### config.mk
export PLATFORM = sky130hd
export DESIGN_NAME = assignment_min_cost_bruteforce
export DESIGN_NICKNAME = d
export VERILOG_FILES = /design/src/rtl/amcb_pkg.sv /design/src/rtl/assignment_min_cost_bruteforce.sv /design/src/rtl/amcb_ram.sv /design/src/rtl/amcb_useq.sv /design/src/rtl/amcb_dpath.sv
export SDC_FILE = /design/constraint.sdc
export NUM_CORES = 1
export LEC_CHECK = 0
export BUFFER_PORTS_ARGS = -buffer_cell sky130_fd_sc_hd__buf_2
export CORE_MARGIN = 2
export CORE_UTILIZATION = 67
export DETAILED_ROUTE_END_ITERATION = 7
export HOLD_SLACK_MARGIN = 0.1
export PLACE_DENSITY = 0.84
export SLEW_MARGIN = 0
export SYNTH_ARGS = -nofsm -noshare
export SYNTH_HDL_FRONTEND = slang
export SYNTH_SLANG_ARGS = --single-unit
export TNS_END_PERCENT = 30
### constraint.sdc
create_clock -name aclk -period 10.81 [get_ports aclk]
set_input_delay 1.081 -clock aclk [delete_from_list [all_inputs] [get_ports aclk]]
set_output_delay 1.081 -clock aclk [all_outputs]
set_load 0.05 [all_outputs]
### src/rtl/amcb_pkg.sv
// ----------------------------------------------------------------------------
// amcb_pkg
// Shared types, constants and the control store of the assignment search.
// ----------------------------------------------------------------------------
package amcb_pkg;

    // Stream widths: fields packed from bit 0 and padded to whole bytes.
    localparam int IN_TDATA_W  = 24;
    localparam int OUT_TDATA_W = 24;
    localparam int ROW_W       = 3;
    localparam int COL_W       = 3;
    localparam int COST_W      = 16;
    localparam int SIZE_W      = 4;
    localparam int SUM_W       = 20;
    localparam int OUT_W       = 19;

    localparam logic [SIZE_W-1:0] SIZE_RESET = SIZE_W'(3);

    // Running-minimum start value and the result saturation bounds.
    localparam logic signed [SUM_W-1:0] BEST_RESET = SUM_W'(524287);
    localparam logic signed [SUM_W-1:0] SAT_HI     = SUM_W'(262143);
    localparam logic signed [SUM_W-1:0] SAT_LO     = -SUM_W'(262144);

    // Program counter of the sequencer.
    localparam int PC_W = 4;
    typedef logic [PC_W-1:0] pc_t;

    // Datapath operations, one per control word.
    typedef enum logic [3:0] {
        OP_NOP,
        OP_INIT,
        OP_RD_PERM,
        OP_ACC,
        OP_BEST,
        OP_GRAB,
        OP_SWAP,
        OP_ADV,
        OP_OUT
    } op_t;

    // Jump conditions; when the condition fails the counter steps on.
    typedef enum logic [2:0] {
        C_NEXT,
        C_ALWAYS,
        C_NOSTART,
        C_W_MORE,
        C_I_DONE,
        C_CNT_GE,
        C_OUT_FULL
    } cond_t;

    typedef struct packed {
        op_t   op;
        cond_t cond;
        pc_t   target;
    } uword_t;

    // Control handed from the sequencer to the datapath.
    typedef struct packed {
        op_t  op;
        logic idle;
    } ctrl_t;

    // Status flags handed from the datapath back to the sequencer.
    typedef struct packed {
        logic start;
        logic w_more;
        logic i_done;
        logic cnt_ge;
        logic out_full;
    } stat_t;

    // Step addresses of the program.
    localparam pc_t S_IDLE  = PC_W'(0);
    localparam pc_t S_INIT  = PC_W'(1);
    localparam pc_t S_RPERM = PC_W'(2);
    localparam pc_t S_RCOST = PC_W'(3);
    localparam pc_t S_ACC   = PC_W'(4);
    localparam pc_t S_BEST  = PC_W'(5);
    localparam pc_t S_LOOP  = PC_W'(6);
    localparam pc_t S_TEST  = PC_W'(7);
    localparam pc_t S_GRAB  = PC_W'(8);
    localparam pc_t S_SWAP  = PC_W'(9);
    localparam pc_t S_ADV   = PC_W'(10);
    localparam pc_t S_DONE  = PC_W'(11);
    localparam pc_t S_RET   = PC_W'(12);

    // Control store: scoring of one permutation, then one Heap step.
    function automatic uword_t urom(input pc_t pc);
        uword_t w;
        unique case (pc)
            S_IDLE:  w = '{op: OP_NOP,     cond: C_NOSTART,  target: S_IDLE};
            S_INIT:  w = '{op: OP_INIT,    cond: C_NEXT,     target: S_IDLE};
            S_RPERM: w = '{op: OP_RD_PERM, cond: C_NEXT,     target: S_IDLE};
            S_RCOST: w = '{op: OP_NOP,     cond: C_NEXT,     target: S_IDLE};
            S_ACC:   w = '{op: OP_ACC,     cond: C_W_MORE,   target: S_RPERM};
            S_BEST:  w = '{op: OP_BEST,    cond: C_NEXT,     target: S_IDLE};
            S_LOOP:  w = '{op: OP_NOP,     cond: C_I_DONE,   target: S_DONE};
            S_TEST:  w = '{op: OP_NOP,     cond: C_CNT_GE,   target: S_ADV};
            S_GRAB:  w = '{op: OP_GRAB,    cond: C_NEXT,     target: S_IDLE};
            S_SWAP:  w = '{op: OP_SWAP,    cond: C_ALWAYS,   target: S_RPERM};
            S_ADV:   w = '{op: OP_ADV,     cond: C_ALWAYS,   target: S_LOOP};
            S_DONE:  w = '{op: OP_OUT,     cond: C_OUT_FULL, target: S_DONE};
            S_RET:   w = '{op: OP_NOP,     cond: C_ALWAYS,   target: S_IDLE};
            default: w = '{op: OP_NOP,     cond: C_ALWAYS,   target: S_IDLE};
        endcase
        return w;
    endfunction

    // Clamp the running minimum to the result range.
    function automatic logic [OUT_W-1:0] sat_out(input logic signed [SUM_W-1:0] v);
        logic [OUT_W-1:0] r;
        if (v > SAT_HI) begin
            r = SAT_HI[OUT_W-1:0];
        end else if (v < SAT_LO) begin
            r = SAT_LO[OUT_W-1:0];
        end else begin
            r = v[OUT_W-1:0];
        end
        return r;
    endfunction

endpackage

### src/rtl/assignment_min_cost_bruteforce.sv
// ----------------------------------------------------------------------------
// assignment_min_cost_bruteforce
// Exhaustive minimum-cost assignment over a loaded square cost matrix.
// ----------------------------------------------------------------------------
// Matrix entries are loaded one beat per cycle into a cost store of
// MAX_SIDE*MAX_SIDE words. The beat carrying tlast is stored and then starts
// the search; s_tready stays low until the result has been placed in the
// output register. The search walks all n! permutations of the side in use
// (Heap's method), each scored by reading n entries through the single read
// port of the cost store: for each entry the sequencer reads the permutation
// register, waits for the registered store read and accumulates, and after
// the last entry it updates the running minimum before the next Heap step.
// A finished result may wait in the output register while new entries load.
// ----------------------------------------------------------------------------
module assignment_min_cost_bruteforce
    import amcb_pkg::*;
#(
    parameter int MAX_SIDE = 8
) (
    input  logic                   aclk,
    input  logic                   aresetn,
    // row [2:0], col [5:3], cost_value [21:6], zero [23:22]
    input  logic [IN_TDATA_W-1:0]  s_tdata,
    input  logic                   s_tlast,
    input  logic                   s_tvalid,
    output logic                   s_tready,
    // least_cost [18:0], zero [23:19]
    output logic [OUT_TDATA_W-1:0] m_tdata,
    output logic                   m_tvalid,
    input  logic                   m_tready,
    input  logic                   cfg_valid,
    output logic                   cfg_ready,
    input  logic [SIZE_W-1:0]      cfg_data
);

    ctrl_t            ctrl;
    stat_t            stat;
    logic [OUT_W-1:0] m_data;

    amcb_useq u_useq (
        .aclk    (aclk),
        .aresetn (aresetn),
        .stat    (stat),
        .ctrl    (ctrl)
    );

    amcb_dpath #(
        .MAX_SIDE (MAX_SIDE)
    ) u_dpath (
        .aclk      (aclk),
        .aresetn   (aresetn),
        .ctrl      (ctrl),
        .stat      (stat),
        .s_tdata   (s_tdata),
        .s_tlast   (s_tlast),
        .s_tvalid  (s_tvalid),
        .cfg_valid (cfg_valid),
        .cfg_data  (cfg_data),
        .m_data    (m_data),
        .m_tvalid  (m_tvalid),
        .m_tready  (m_tready)
    );

    // Input is open only while the sequencer idles.
    assign s_tready  = ctrl.idle;
    assign cfg_ready = 1'b1;
    assign m_tdata   = {{(OUT_TDATA_W - OUT_W){1'b0}}, m_data};

endmodule

### src/rtl/amcb_ram.sv
// ----------------------------------------------------------------------------
// amcb_ram
// Generic single-port-write, single-port-read RAM with registered read data.
// ----------------------------------------------------------------------------
module amcb_ram #(
    parameter int WIDTH = 16,
    parameter int DEPTH = 64
) (
    input  logic                     aclk,
    input  logic                     we,
    input  logic [$clog2(DEPTH)-1:0] waddr,
    input  logic [WIDTH-1:0]         wdata,
    input  logic [$clog2(DEPTH)-1:0] raddr,
    output logic [WIDTH-1:0]         rdata
);

    logic [WIDTH-1:0] mem [DEPTH];
    logic [WIDTH-1:0] rdata_reg;

    // Write and registered read.
    always_ff @(posedge aclk) begin
        if (we) begin
            mem[waddr] <= wdata;
        end
        rdata_reg <= mem[raddr];
    end

    assign rdata = rdata_reg;

endmodule

### src/rtl/amcb_useq.sv
// ----------------------------------------------------------------------------
// amcb_useq
// Step counter and control store; issues one control word per cycle.
// ----------------------------------------------------------------------------
module amcb_useq
    import amcb_pkg::*;
(
    input  logic  aclk,
    input  logic  aresetn,
    input  stat_t stat,
    output ctrl_t ctrl
);

    pc_t    pc_reg;
    pc_t    pc_next;
    uword_t uw;
    logic   take;

    assign uw = urom(pc_reg);

    // Evaluate the jump condition of the current word.
    always_comb begin
        unique case (uw.cond)
            C_NEXT:     take = 1'b0;
            C_ALWAYS:   take = 1'b1;
            C_NOSTART:  take = !stat.start;
            C_W_MORE:   take = stat.w_more;
            C_I_DONE:   take = stat.i_done;
            C_CNT_GE:   take = stat.cnt_ge;
            C_OUT_FULL: take = stat.out_full;
            default:    take = 1'b1;
        endcase
        pc_next = take ? uw.target : pc_reg + PC_W'(1);
    end

    // Step counter.
    always_ff @(posedge aclk) begin
        if (!aresetn) begin
            pc_reg <= S_IDLE;
        end else begin
            pc_reg <= pc_next;
        end
    end

    assign ctrl.op   = uw.op;
    assign ctrl.idle = (pc_reg == S_IDLE);

endmodule

### src/rtl/amcb_dpath.sv
// ----------------------------------------------------------------------------
// amcb_dpath
// Datapath: cost store, permutation and counter registers, accumulator,
// running minimum and the result register.
// ----------------------------------------------------------------------------
module amcb_dpath
    import amcb_pkg::*;
#(
    parameter int MAX_SIDE = 8
) (
    input  logic                   aclk,
    input  logic                   aresetn,
    input  ctrl_t                  ctrl,
    output stat_t                  stat,
    input  logic [IN_TDATA_W-1:0]  s_tdata,
    input  logic                   s_tlast,
    input  logic                   s_tvalid,
    input  logic                   cfg_valid,
    input  logic [SIZE_W-1:0]      cfg_data,
    output logic [OUT_W-1:0]       m_data,
    output logic                   m_tvalid,
    input  logic                   m_tready
);

    localparam int PW    = (MAX_SIDE > 1) ? $clog2(MAX_SIDE) : 1;
    localparam int CW    = $clog2(MAX_SIDE + 1);
    localparam int DEPTH = MAX_SIDE * MAX_SIDE;
    localparam int AW    = $clog2(DEPTH);

    logic [ROW_W-1:0]  in_row;
    logic [COL_W-1:0]  in_col;
    logic [COST_W-1:0] in_cost;
    logic              s_fire;
    logic              st_we;
    logic [AW-1:0]     st_waddr;
    logic [AW-1:0]     st_raddr;
    logic [COST_W-1:0] st_rdata;

    logic [SIZE_W-1:0] size_reg;
    logic [CW-1:0]     n_side;
    logic [CW-1:0]     n_reg;
    logic [CW-1:0]     i_reg;
    logic [CW-1:0]     w_reg;
    logic [PW-1:0]     i_idx;
    logic [PW-1:0]     k_sel;
    logic [PW-1:0]     k_reg;
    logic [PW-1:0]     t_reg;
    logic [PW-1:0]     pr_reg;
    logic [PW-1:0]     prd_sel;
    logic [PW-1:0]     perm_rd;
    logic [PW-1:0]     perm_reg [MAX_SIDE];
    logic [CW-1:0]     cnt_reg  [MAX_SIDE];

    logic signed [SUM_W-1:0] acc_reg;
    logic signed [SUM_W-1:0] best_reg;
    logic signed [SUM_W-1:0] cost_ext;
    logic [OUT_W-1:0]        m_data_reg;
    logic                    m_valid_reg;
    logic                    out_full;
    logic                    out_load;

    // Unpack the input beat.
    assign in_row  = s_tdata[ROW_W-1:0];
    assign in_col  = s_tdata[ROW_W+COL_W-1:ROW_W];
    assign in_cost = s_tdata[ROW_W+COL_W+COST_W-1:ROW_W+COL_W];
    assign s_fire  = s_tvalid && ctrl.idle;

    // Entries outside the store are dropped.
    assign st_we    = s_fire && (int'(in_row) < MAX_SIDE) && (int'(in_col) < MAX_SIDE);
    assign st_waddr = AW'(int'(in_row) * MAX_SIDE + int'(in_col));
    assign st_raddr = AW'(int'(w_reg) * MAX_SIDE + int'(pr_reg));

    amcb_ram #(
        .WIDTH (COST_W),
        .DEPTH (DEPTH)
    ) u_store (
        .aclk  (aclk),
        .we    (st_we),
        .waddr (st_waddr),
        .wdata (in_cost),
        .raddr (st_raddr),
        .rdata (st_rdata)
    );

    // Size register and its clamp to the legal side range.
    always_ff @(posedge aclk) begin
        if (!aresetn) begin
            size_reg <= SIZE_RESET;
        end else if (cfg_valid) begin
            size_reg <= cfg_data;
        end
    end

    always_comb begin
        if (size_reg == '0) begin
            n_side = CW'(1);
        end else if (int'(size_reg) > MAX_SIDE) begin
            n_side = CW'(MAX_SIDE);
        end else begin
            n_side = CW'(size_reg);
        end
    end

    // Single read port on the permutation registers, address chosen by step.
    assign i_idx = i_reg[PW-1:0];
    assign k_sel = i_reg[0] ? cnt_reg[i_idx][PW-1:0] : '0;

    always_comb begin
        unique case (ctrl.op)
            OP_GRAB: prd_sel = k_sel;
            OP_SWAP: prd_sel = i_idx;
            default: prd_sel = w_reg[PW-1:0];
        endcase
    end

    assign perm_rd  = perm_reg[prd_sel];
    assign cost_ext = SUM_W'(signed'(st_rdata));
    assign out_full = m_valid_reg && !m_tready;
    assign out_load = (ctrl.op == OP_OUT) && !out_full;

    // Search datapath, one operation per step.
    always_ff @(posedge aclk) begin
        unique case (ctrl.op)
            OP_INIT: begin
                for (int x = 0; x < MAX_SIDE; x++) begin
                    perm_reg[x] <= PW'(x);
                    cnt_reg[x]  <= '0;
                end
                best_reg <= BEST_RESET;
                acc_reg  <= '0;
                i_reg    <= CW'(1);
                w_reg    <= '0;
                n_reg    <= n_side;
            end
            OP_RD_PERM: begin
                pr_reg <= perm_rd;
            end
            OP_ACC: begin
                acc_reg <= acc_reg + cost_ext;
                w_reg   <= w_reg + CW'(1);
            end
            OP_BEST: begin
                if (acc_reg < best_reg) begin
                    best_reg <= acc_reg;
                end
                acc_reg <= '0;
                w_reg   <= '0;
            end
            OP_GRAB: begin
                t_reg <= perm_rd;
                k_reg <= k_sel;
            end
            OP_SWAP: begin
                perm_reg[k_reg] <= perm_rd;
                perm_reg[i_idx] <= t_reg;
                cnt_reg[i_idx]  <= cnt_reg[i_idx] + CW'(1);
                i_reg           <= CW'(1);
            end
            OP_ADV: begin
                cnt_reg[i_idx] <= '0;
                i_reg          <= i_reg + CW'(1);
            end
            default: begin
            end
        endcase
        if (out_load) begin
            m_data_reg <= sat_out(best_reg);
        end
    end

    // Result register valid flag.
    always_ff @(posedge aclk) begin
        if (!aresetn) begin
            m_valid_reg <= 1'b0;
        end else if (out_load) begin
            m_valid_reg <= 1'b1;
        end else if (m_tready) begin
            m_valid_reg <= 1'b0;
        end
    end

    // Status back to the sequencer.
    assign stat.start    = s_fire && s_tlast;
    assign stat.w_more   = (int'(w_reg) + 1) < int'(n_reg);
    assign stat.i_done   = (i_reg >= n_reg);
    assign stat.cnt_ge   = (cnt_reg[i_idx] >= i_reg);
    assign stat.out_full = out_full;

    assign m_data   = m_data_reg;
    assign m_tvalid = m_valid_reg;

endmodule

==> results.sh, run 1 <==
export IMPL_status="complete, but fails checks"
export IMPL_violations="DRC"
export IMPL_power_clock_fraction_pct=33.2
export IMPL_setup_viol=0
export IMPL_ios=61
export IMPL_ys_seq_area_share_pct=73.6
export IMPL_cts_path_max_buffers=3
export IMPL_synthCells=2383
export IMPL_syn_cell_area_um2=48400
export IMPL_path_max_fanout=9
export IMPL_period_minus_slack_ns=4.55
export IMPL_cts_tree="built"
export IMPL_slew_violations=0
export IMPL_syn_avg_cell_area_um2=20.3
export IMPL_fmax_ghz=0.220
export IMPL_synthArstFlopShare_pct=0
export IMPL_dpl_hpwl_um=63000
export IMPL_tns_ns=0
export IMPL_hold_viol_final=0
export IMPL_power_density_nw_per_um2=218
export IMPL_rows=98
export IMPL_hold_buffers=0
export IMPL_antenna_found_initial=9
export IMPL_grt_max_degree=160
export IMPL_core_um2=71500
export IMPL_crit_arrival_ns=5.11
export IMPL_relSlewSlack_pct=12.3
export IMPL_crit_chain="mux4_2 > mux2_2 > inv_1 > ha_1 > nor3b_1 > o21ai_0 > nor4bb_1 > nor4_4 > mux2i_1 > nor2b_1 > inv_1 > ha_1 > mux2i_1 > o22ai_1"
export IMPL_tightest_slew_ns=1.32
export IMPL_p_seq_share_pct=47.1
export IMPL_cp_slowest_cell="nor4_4"
export IMPL_drc=1
export IMPL_drt_pass1_iter_count=8
export IMPL_grt_pass1_vias=25893
export IMPL_num_nets_final=2606
export IMPL_rsz0062_at_grt="false"
export IMPL_initial_core_util_pct=67.6
export IMPL_crit_path_max_incr_delay_ns=0.64
export IMPL_yosysWarnings=0
export IMPL_post_cts_setup_buffers=0
export IMPL_final_common_cell="edfxtp_1"
export IMPL_dr_total_vias=25663
export IMPL_die_height_um=273
export IMPL_worst_setup_path_type="flip-flop to flip-flop"
export IMPL_critPathBufInv=2
export IMPL_clk_pin_slew_worst_paths_ns=0.06
export IMPL_cts_sinks=1198
export IMPL_ys_ff_latch=1198
export IMPL_fin_crit_sh_pct=42.1
export IMPL_drv_cap=0
export IMPL_final_cell_mix="edfxtp_1, mux4_2, nor2_1"
export IMPL_cts_resized=0
export IMPL_clk_latency_ns=0.72
export IMPL_cellLeakagePower_nw=17.5
export IMPL_switching_power_mw=3.25
export IMPL_die_w_um=273
export IMPL_path_delay_family="simple AND/OR/NAND/NOR gates"
export IMPL_hp_class="flip-flop to flip-flop"
export IMPL_synth_ff_type="edfxtp_1"
export IMPL_p_sw_share_pct=27.8
export IMPL_synthToLayoutAreaGrowth_pct=10.8
export IMPL_htree_num_levels=3
export IMPL_total_power_mw=11.7
export IMPL_cts_made_buffers=112
export IMPL_synth_cell_types=66
export IMPL_dieArea_um2=74300
export IMPL_routedWlPerCell_um=35.0
export IMPL_required_ns=11.37
export IMPL_synth_edf_count=1160
export IMPL_grt_pass1_wl_um=180000
export IMPL_fin_skew_ns=0.0383
export IMPL_drt_iter0_markers=3845
export IMPL_port_buffers=52
export IMPL_grt_usage_pct=34.5
export IMPL_ir_worst_vdd_uv=253
export IMPL_via_per_inst=7.20
export IMPL_fillers=3576
export IMPL_internal_power_mw=8.44
export IMPL_overflow=0
export IMPL_clock_root_buffer="clkbuf_16"
export IMPL_detail_route_antenna_nets=0
export IMPL_globalplace_congestion=0.876
export IMPL_layout_drive_gt1_share_pct=25.1
export IMPL_crit_path_start_kind="flip-flop"
export IMPL_worstSetupEndpointType="flip-flop"
export IMPL_comb_power_share_pct=19.6
export IMPL_largest_reg_flops=1024
export IMPL_wirelength_um=125000
==> kinds of logic after synthesis <==
group           after synthesis  share of synthesized area [%]
other cells                   2                         0.0155
mux                         384                           17.0
compound gates              123                           1.86
fa+ha+maj                    71                           1.80
simple gates                417                           3.98
flops                      1198                           73.6
xor+xnor                     22                          0.398
buf+inv                     166                           1.39
==> final cells by class <==
class | count | area, um2 | area share, %
diodes | 6 | 15.0 | 0.0280
clock buffers | 158 | 3130 | 5.84
clock inverters | 52 | 497 | 0.927
inverters | 47 | 176 | 0.329
multi-input cells | 1023 | 12100 | 22.6
flip-flops and latches | 1198 | 35600 | 66.4
well taps | 950 | 1190 | 2.22
repair buffers | 129 | 876 | 1.63
==> layer usage <==
metal | global-route usage, % | routed length, um
met1 | 44.6 | 41200
met2 | 56.9 | 62800
met4 | 16.7 | 7030
met5 | 0 | 80
met3 | 6.96 | 13400
==> stage by stage <==
step / hold WS, ns / cell area [um2] / std cells / util [%] / setup WS, ns
2_1_floorplan: 0.442 / 48400 / 2387 / - / 6.70
3_3_place_gp: 0.463 / 50000 / 3347 / 69.9 / 6.56
3_5_place_dp: 0.474 / 50000 / 3347 / 69.9 / 6.37
4_1_cts: 0.504 / 53600 / 3557 / 74.9 / 6.34
5_1_grt: 0.520 / 53600 / 3558 / 75.0 / 5.99
6_report: 0.501 / 53600 / 3563 / 75.0 / 6.26
==> cells in the mapped netlist, types with 6 or more instances <==
cell | n | area share [%]
nand3_1 | 31 | 0.32
o221ai_1 | 12 | 0.22
xnor2_1 | 11 | 0.20
clkbuf_1 | 82 | 0.64
nor2b_1 | 18 | 0.23
edfxtp_1 | 1160 | 72
o21a_1 | 8 | 0.12
a21o_1 | 17 | 0.26
maj3_1 | 10 | 0.21
nand2b_1 | 30 | 0.39
buf_1 | 24 | 0.19
nor3_1 | 19 | 0.20
o22ai_1 | 6 | 0.078
buf_4 | 6 | 0.093
nor2_1 | 193 | 1.5
ha_1 | 60 | 1.6
a21oi_1 | 22 | 0.23
mux2i_1 | 28 | 0.58
dfxtp_1 | 38 | 1.6
a221oi_1 | 10 | 0.18
and3_1 | 9 | 0.12
xor2_1 | 11 | 0.20
nand2_1 | 73 | 0.57
o21ai_0 | 15 | 0.16
inv_1 | 44 | 0.34
mux4_2 | 340 | 16
nand4_1 | 10 | 0.13
mux2_4 | 6 | 0.19
mux2_2 | 6 | 0.14
==> power groups by stage <==
stage	logic [mW]	clock network (mW)	registers, mW
6_report	2.29	3.88	5.51
5_1_grt	2.44	4.06	5.52
4_1_cts	2.26	3.92	5.50
3_5_place_dp	2.19	0	5.60
3_3_place_gp	2.09	0	5.58
2_1_floorplan	1.63	0	5.50
==> tightest hold or removal path, delay by kind of cell (launching register included) <==
| kind | cells | cell delay (ns) |
|---|---|---|
| DFF | 1 | 0.33 |
| muxes | 1 | 0.08 |
| and+or+nand+nor | 1 | 0.06 |
==> final timing paths <==
kind	endpoint	start	slack, ns	cells after the start
worst max-delay path	u_useq.uw[8]	flip-flop	6.26	14
worst min-delay path	u_dpath.size_reg[0]	u_dpath.size_reg[0]	0.50	2
worst max register to register	u_useq.uw[8]	flip-flop	6.26	14
worst min register to register	u_dpath.size_reg[0]	u_dpath.size_reg[0]	0.50	2
No activity file was read; power rests on OpenSTA's default activity.
==> inputs of run 2 (changes only) <==
--- a/config.mk
+++ b/config.mk
@@ -7,10 +7,10 @@
 export LEC_CHECK = 0
 export BUFFER_PORTS_ARGS = -buffer_cell sky130_fd_sc_hd__buf_2
 export CORE_MARGIN = 2
-export CORE_UTILIZATION = 67
+export CORE_UTILIZATION = 63
 export DETAILED_ROUTE_END_ITERATION = 7
 export HOLD_SLACK_MARGIN = 0.1
-export PLACE_DENSITY = 0.84
+export PLACE_DENSITY = 0.8
 export SLEW_MARGIN = 0
 export SYNTH_ARGS = -nofsm -noshare
 export SYNTH_HDL_FRONTEND = slang
==> constraint.sdc (replaced) <==
create_clock -name aclk -period 4.45 [get_ports aclk]
set_input_delay 0.445 -clock aclk [delete_from_list [all_inputs] [get_ports aclk]]
set_output_delay 0.445 -clock aclk [all_outputs]
set_load 0.05 [all_outputs]
==> results.sh, run 2 (same netlist as run 1, synthesis figures left out) <==
export IMPL_status="completed"
export IMPL_rsz0062_at_grt="false"
export IMPL_die_w_um=281
export IMPL_worst_setup_path_type="flip-flop to flip-flop"
export IMPL_fmax_ghz=0.248
export IMPL_synthToLayoutAreaGrowth_pct=12.4
export IMPL_tightest_slew_ns=1.34
export IMPL_drv_cap=0
export IMPL_cts_path_max_buffers=3
export IMPL_port_buffers=52
export IMPL_crit_chain="mux4_2 > mux2_2 > inv_1 > ha_1 > nor3b_1 > o21ai_0 > nor4bb_1 > nor4_4 > mux2i_1 > nor2b_1 > inv_1 > ha_1 > mux2i_1 > o22ai_1"
export IMPL_final_design_area_no_fill_um2=54400
export IMPL_cp_num_cells=14
export IMPL_crit_path_start_kind="flip-flop"
export IMPL_drt_pass1_iter_count=6
export IMPL_dieArea_um2=79000
export IMPL_cp_slowest_cell="mux4_2"
export IMPL_power_clock_fraction_pct=34.1
export IMPL_hp_start="cfg_valid"
export IMPL_crit_path_max_incr_delay_ns=0.53
export IMPL_fin_crit_sh_pct=90.5
export IMPL_rows=101
export IMPL_total_power_mw=28.9
export IMPL_hold_depth=3
export IMPL_ir_worst_vdd_uv=555
export IMPL_worstSetupEndpointType="flip-flop"
export IMPL_regToRegEndpoint="u_useq.uw[8]"
export IMPL_grt_pass1_vias=25729
export IMPL_drt_iter0_markers=3421
export IMPL_via_per_inst=6.89
export IMPL_hold_end="u_dpath.size_reg[3]"
export IMPL_slew_violations=0
export IMPL_path_max_fanout=9
export IMPL_overflow=0
export IMPL_tns_ns=0
export IMPL_required_ns=4.99
export IMPL_clk_pin_slew_worst_paths_ns=0.06
export IMPL_wirelength_um=117000
export IMPL_post_dp_cell_area_um2=50500
export IMPL_reg2reg_depth=14
export IMPL_switching_power_mw=7.89
export IMPL_cellLeakagePower_nw=17.8
export IMPL_grt_usage_pct=30.5
export IMPL_power_density_nw_per_um2=532
export IMPL_period_minus_slack_ns=4.03
export IMPL_p_sw_share_pct=27.3
export IMPL_htree_num_levels=3
export IMPL_antenna_found_initial=12
export IMPL_multi_input_area_um2=12100
export IMPL_p_seq_share_pct=46.1
export IMPL_die_height_um=281
export IMPL_internal_power_mw=21.0
export IMPL_final_common_cell="edfxtp_1"
export IMPL_fillers=4146
export IMPL_comb_power_share_pct=19.8
export IMPL_path_delay_family="multiplexers"
export IMPL_globalplace_congestion=0.877
export IMPL_cts_tree="built"
export IMPL_num_nets_final=2647
export IMPL_critPathBufInv=2
export IMPL_cts_made_buffers=112
export IMPL_dr_total_vias=25369
export IMPL_clk_latency_ns=0.69
export IMPL_holdWs_ns=0.143
export IMPL_post_cts_setup_buffers=0
export IMPL_layout_setup_ws_ns=0.424
export IMPL_detail_route_antenna_nets=0
export IMPL_hp_class="input port to flip-flop"
export IMPL_crit_arrival_ns=4.56
export IMPL_reg2reg_slack_ns=0.42
export IMPL_grt_max_degree=65
export IMPL_clock_root_buffer="clkbuf_16"
export IMPL_routedWlPerCell_um=31.9
export IMPL_post_place_ws_ns=0.330
export IMPL_grt_pass1_wl_um=172000
export IMPL_relSlewSlack_pct=10.5
export IMPL_dpl_hpwl_um=63900
export IMPL_cts_sinks=1198
export IMPL_final_cell_mix="edfxtp_1, mux4_2, nor2_1"
export IMPL_layout_drive_gt1_share_pct=26.4
export IMPL_hold_viol_final=0
export IMPL_fin_skew_ns=0.0212
export IMPL_largest_reg_flops=1024
export IMPL_ios=61
export IMPL_setup_viol=0
export IMPL_regArea_um2=35600
export IMPL_core_um2=75900
export IMPL_initial_core_util_pct=63.7
export IMPL_drc=0
## run 2: how the worst max path moves through the flow
stage                              end  slack (ns)
after floorplan           u_useq.uw[4]        0.34
after global placement    u_useq.uw[4]        0.54
after detailed placement  u_useq.uw[7]        0.33
after CTS                 u_useq.uw[8]        0.30
after global routing      u_useq.uw[8]        0.15
final                     u_useq.uw[8]        0.42
## run 2: layer usage
layer	vias to the layer above	routed length [um]	track usage, %
met5	-	72	0
met4	12	4470	10.8
met3	321	12300	7.02
met2	1810	58300	49.5
met1	13121	42300	41.5
li1	10105	-	-
## run 2: worst reg2reg max path: cells and delay by family (launching register included)
| family | cells | cell delay (ns) |
|---|---|---|
| adders and majority gates | 2 | 0.49 |
| and+or+nand+nor | 4 | 1.16 |
| AOI/OAI and AO/OA | 2 | 0.24 |
| DFF | 1 | 0.49 |
| buffers and inverters | 2 | 0.25 |
| muxes | 4 | 1.26 |
## run 2: area by class of cell
class	instances	area share, %
Sequential cell	1198	65.5
Multi-Input combinational cell	1023	22.3
Timing Repair Buffer	170	2.55
Clock buffer	126	5.25
Clock inverter	83	1.72
Tap cell	1030	2.37
Antenna cell	3	0.0138
Inverter	47	0.325
## run 2: what timing repair did
item                                   4_1_cts  5_1_grt
setup endpoints to repair                    0        1
endpoints found under the hold margin        5        0
resized for setup                            0        1
hold buffers                                10        0
## run 2: power groups by stage
stage               registers [mW]  logic (mW)  clock network, mW
finish                        13.3        5.73               9.86
global route                  13.4        6.09               10.3
CTS                           13.3        5.67               9.96
detailed placement            13.5        5.54                  0
global placement              13.5        5.30                  0
floorplan                     13.4        3.95                  0
## run 2: stage by stage
step	instances	utilization [%]
3_3_place_gp	3458	66.4
2_1_floorplan	2387	-
6_report	3680	71.6
4_1_cts	3677	71.6
3_5_place_dp	3458	66.4
5_1_grt	3677	71.6
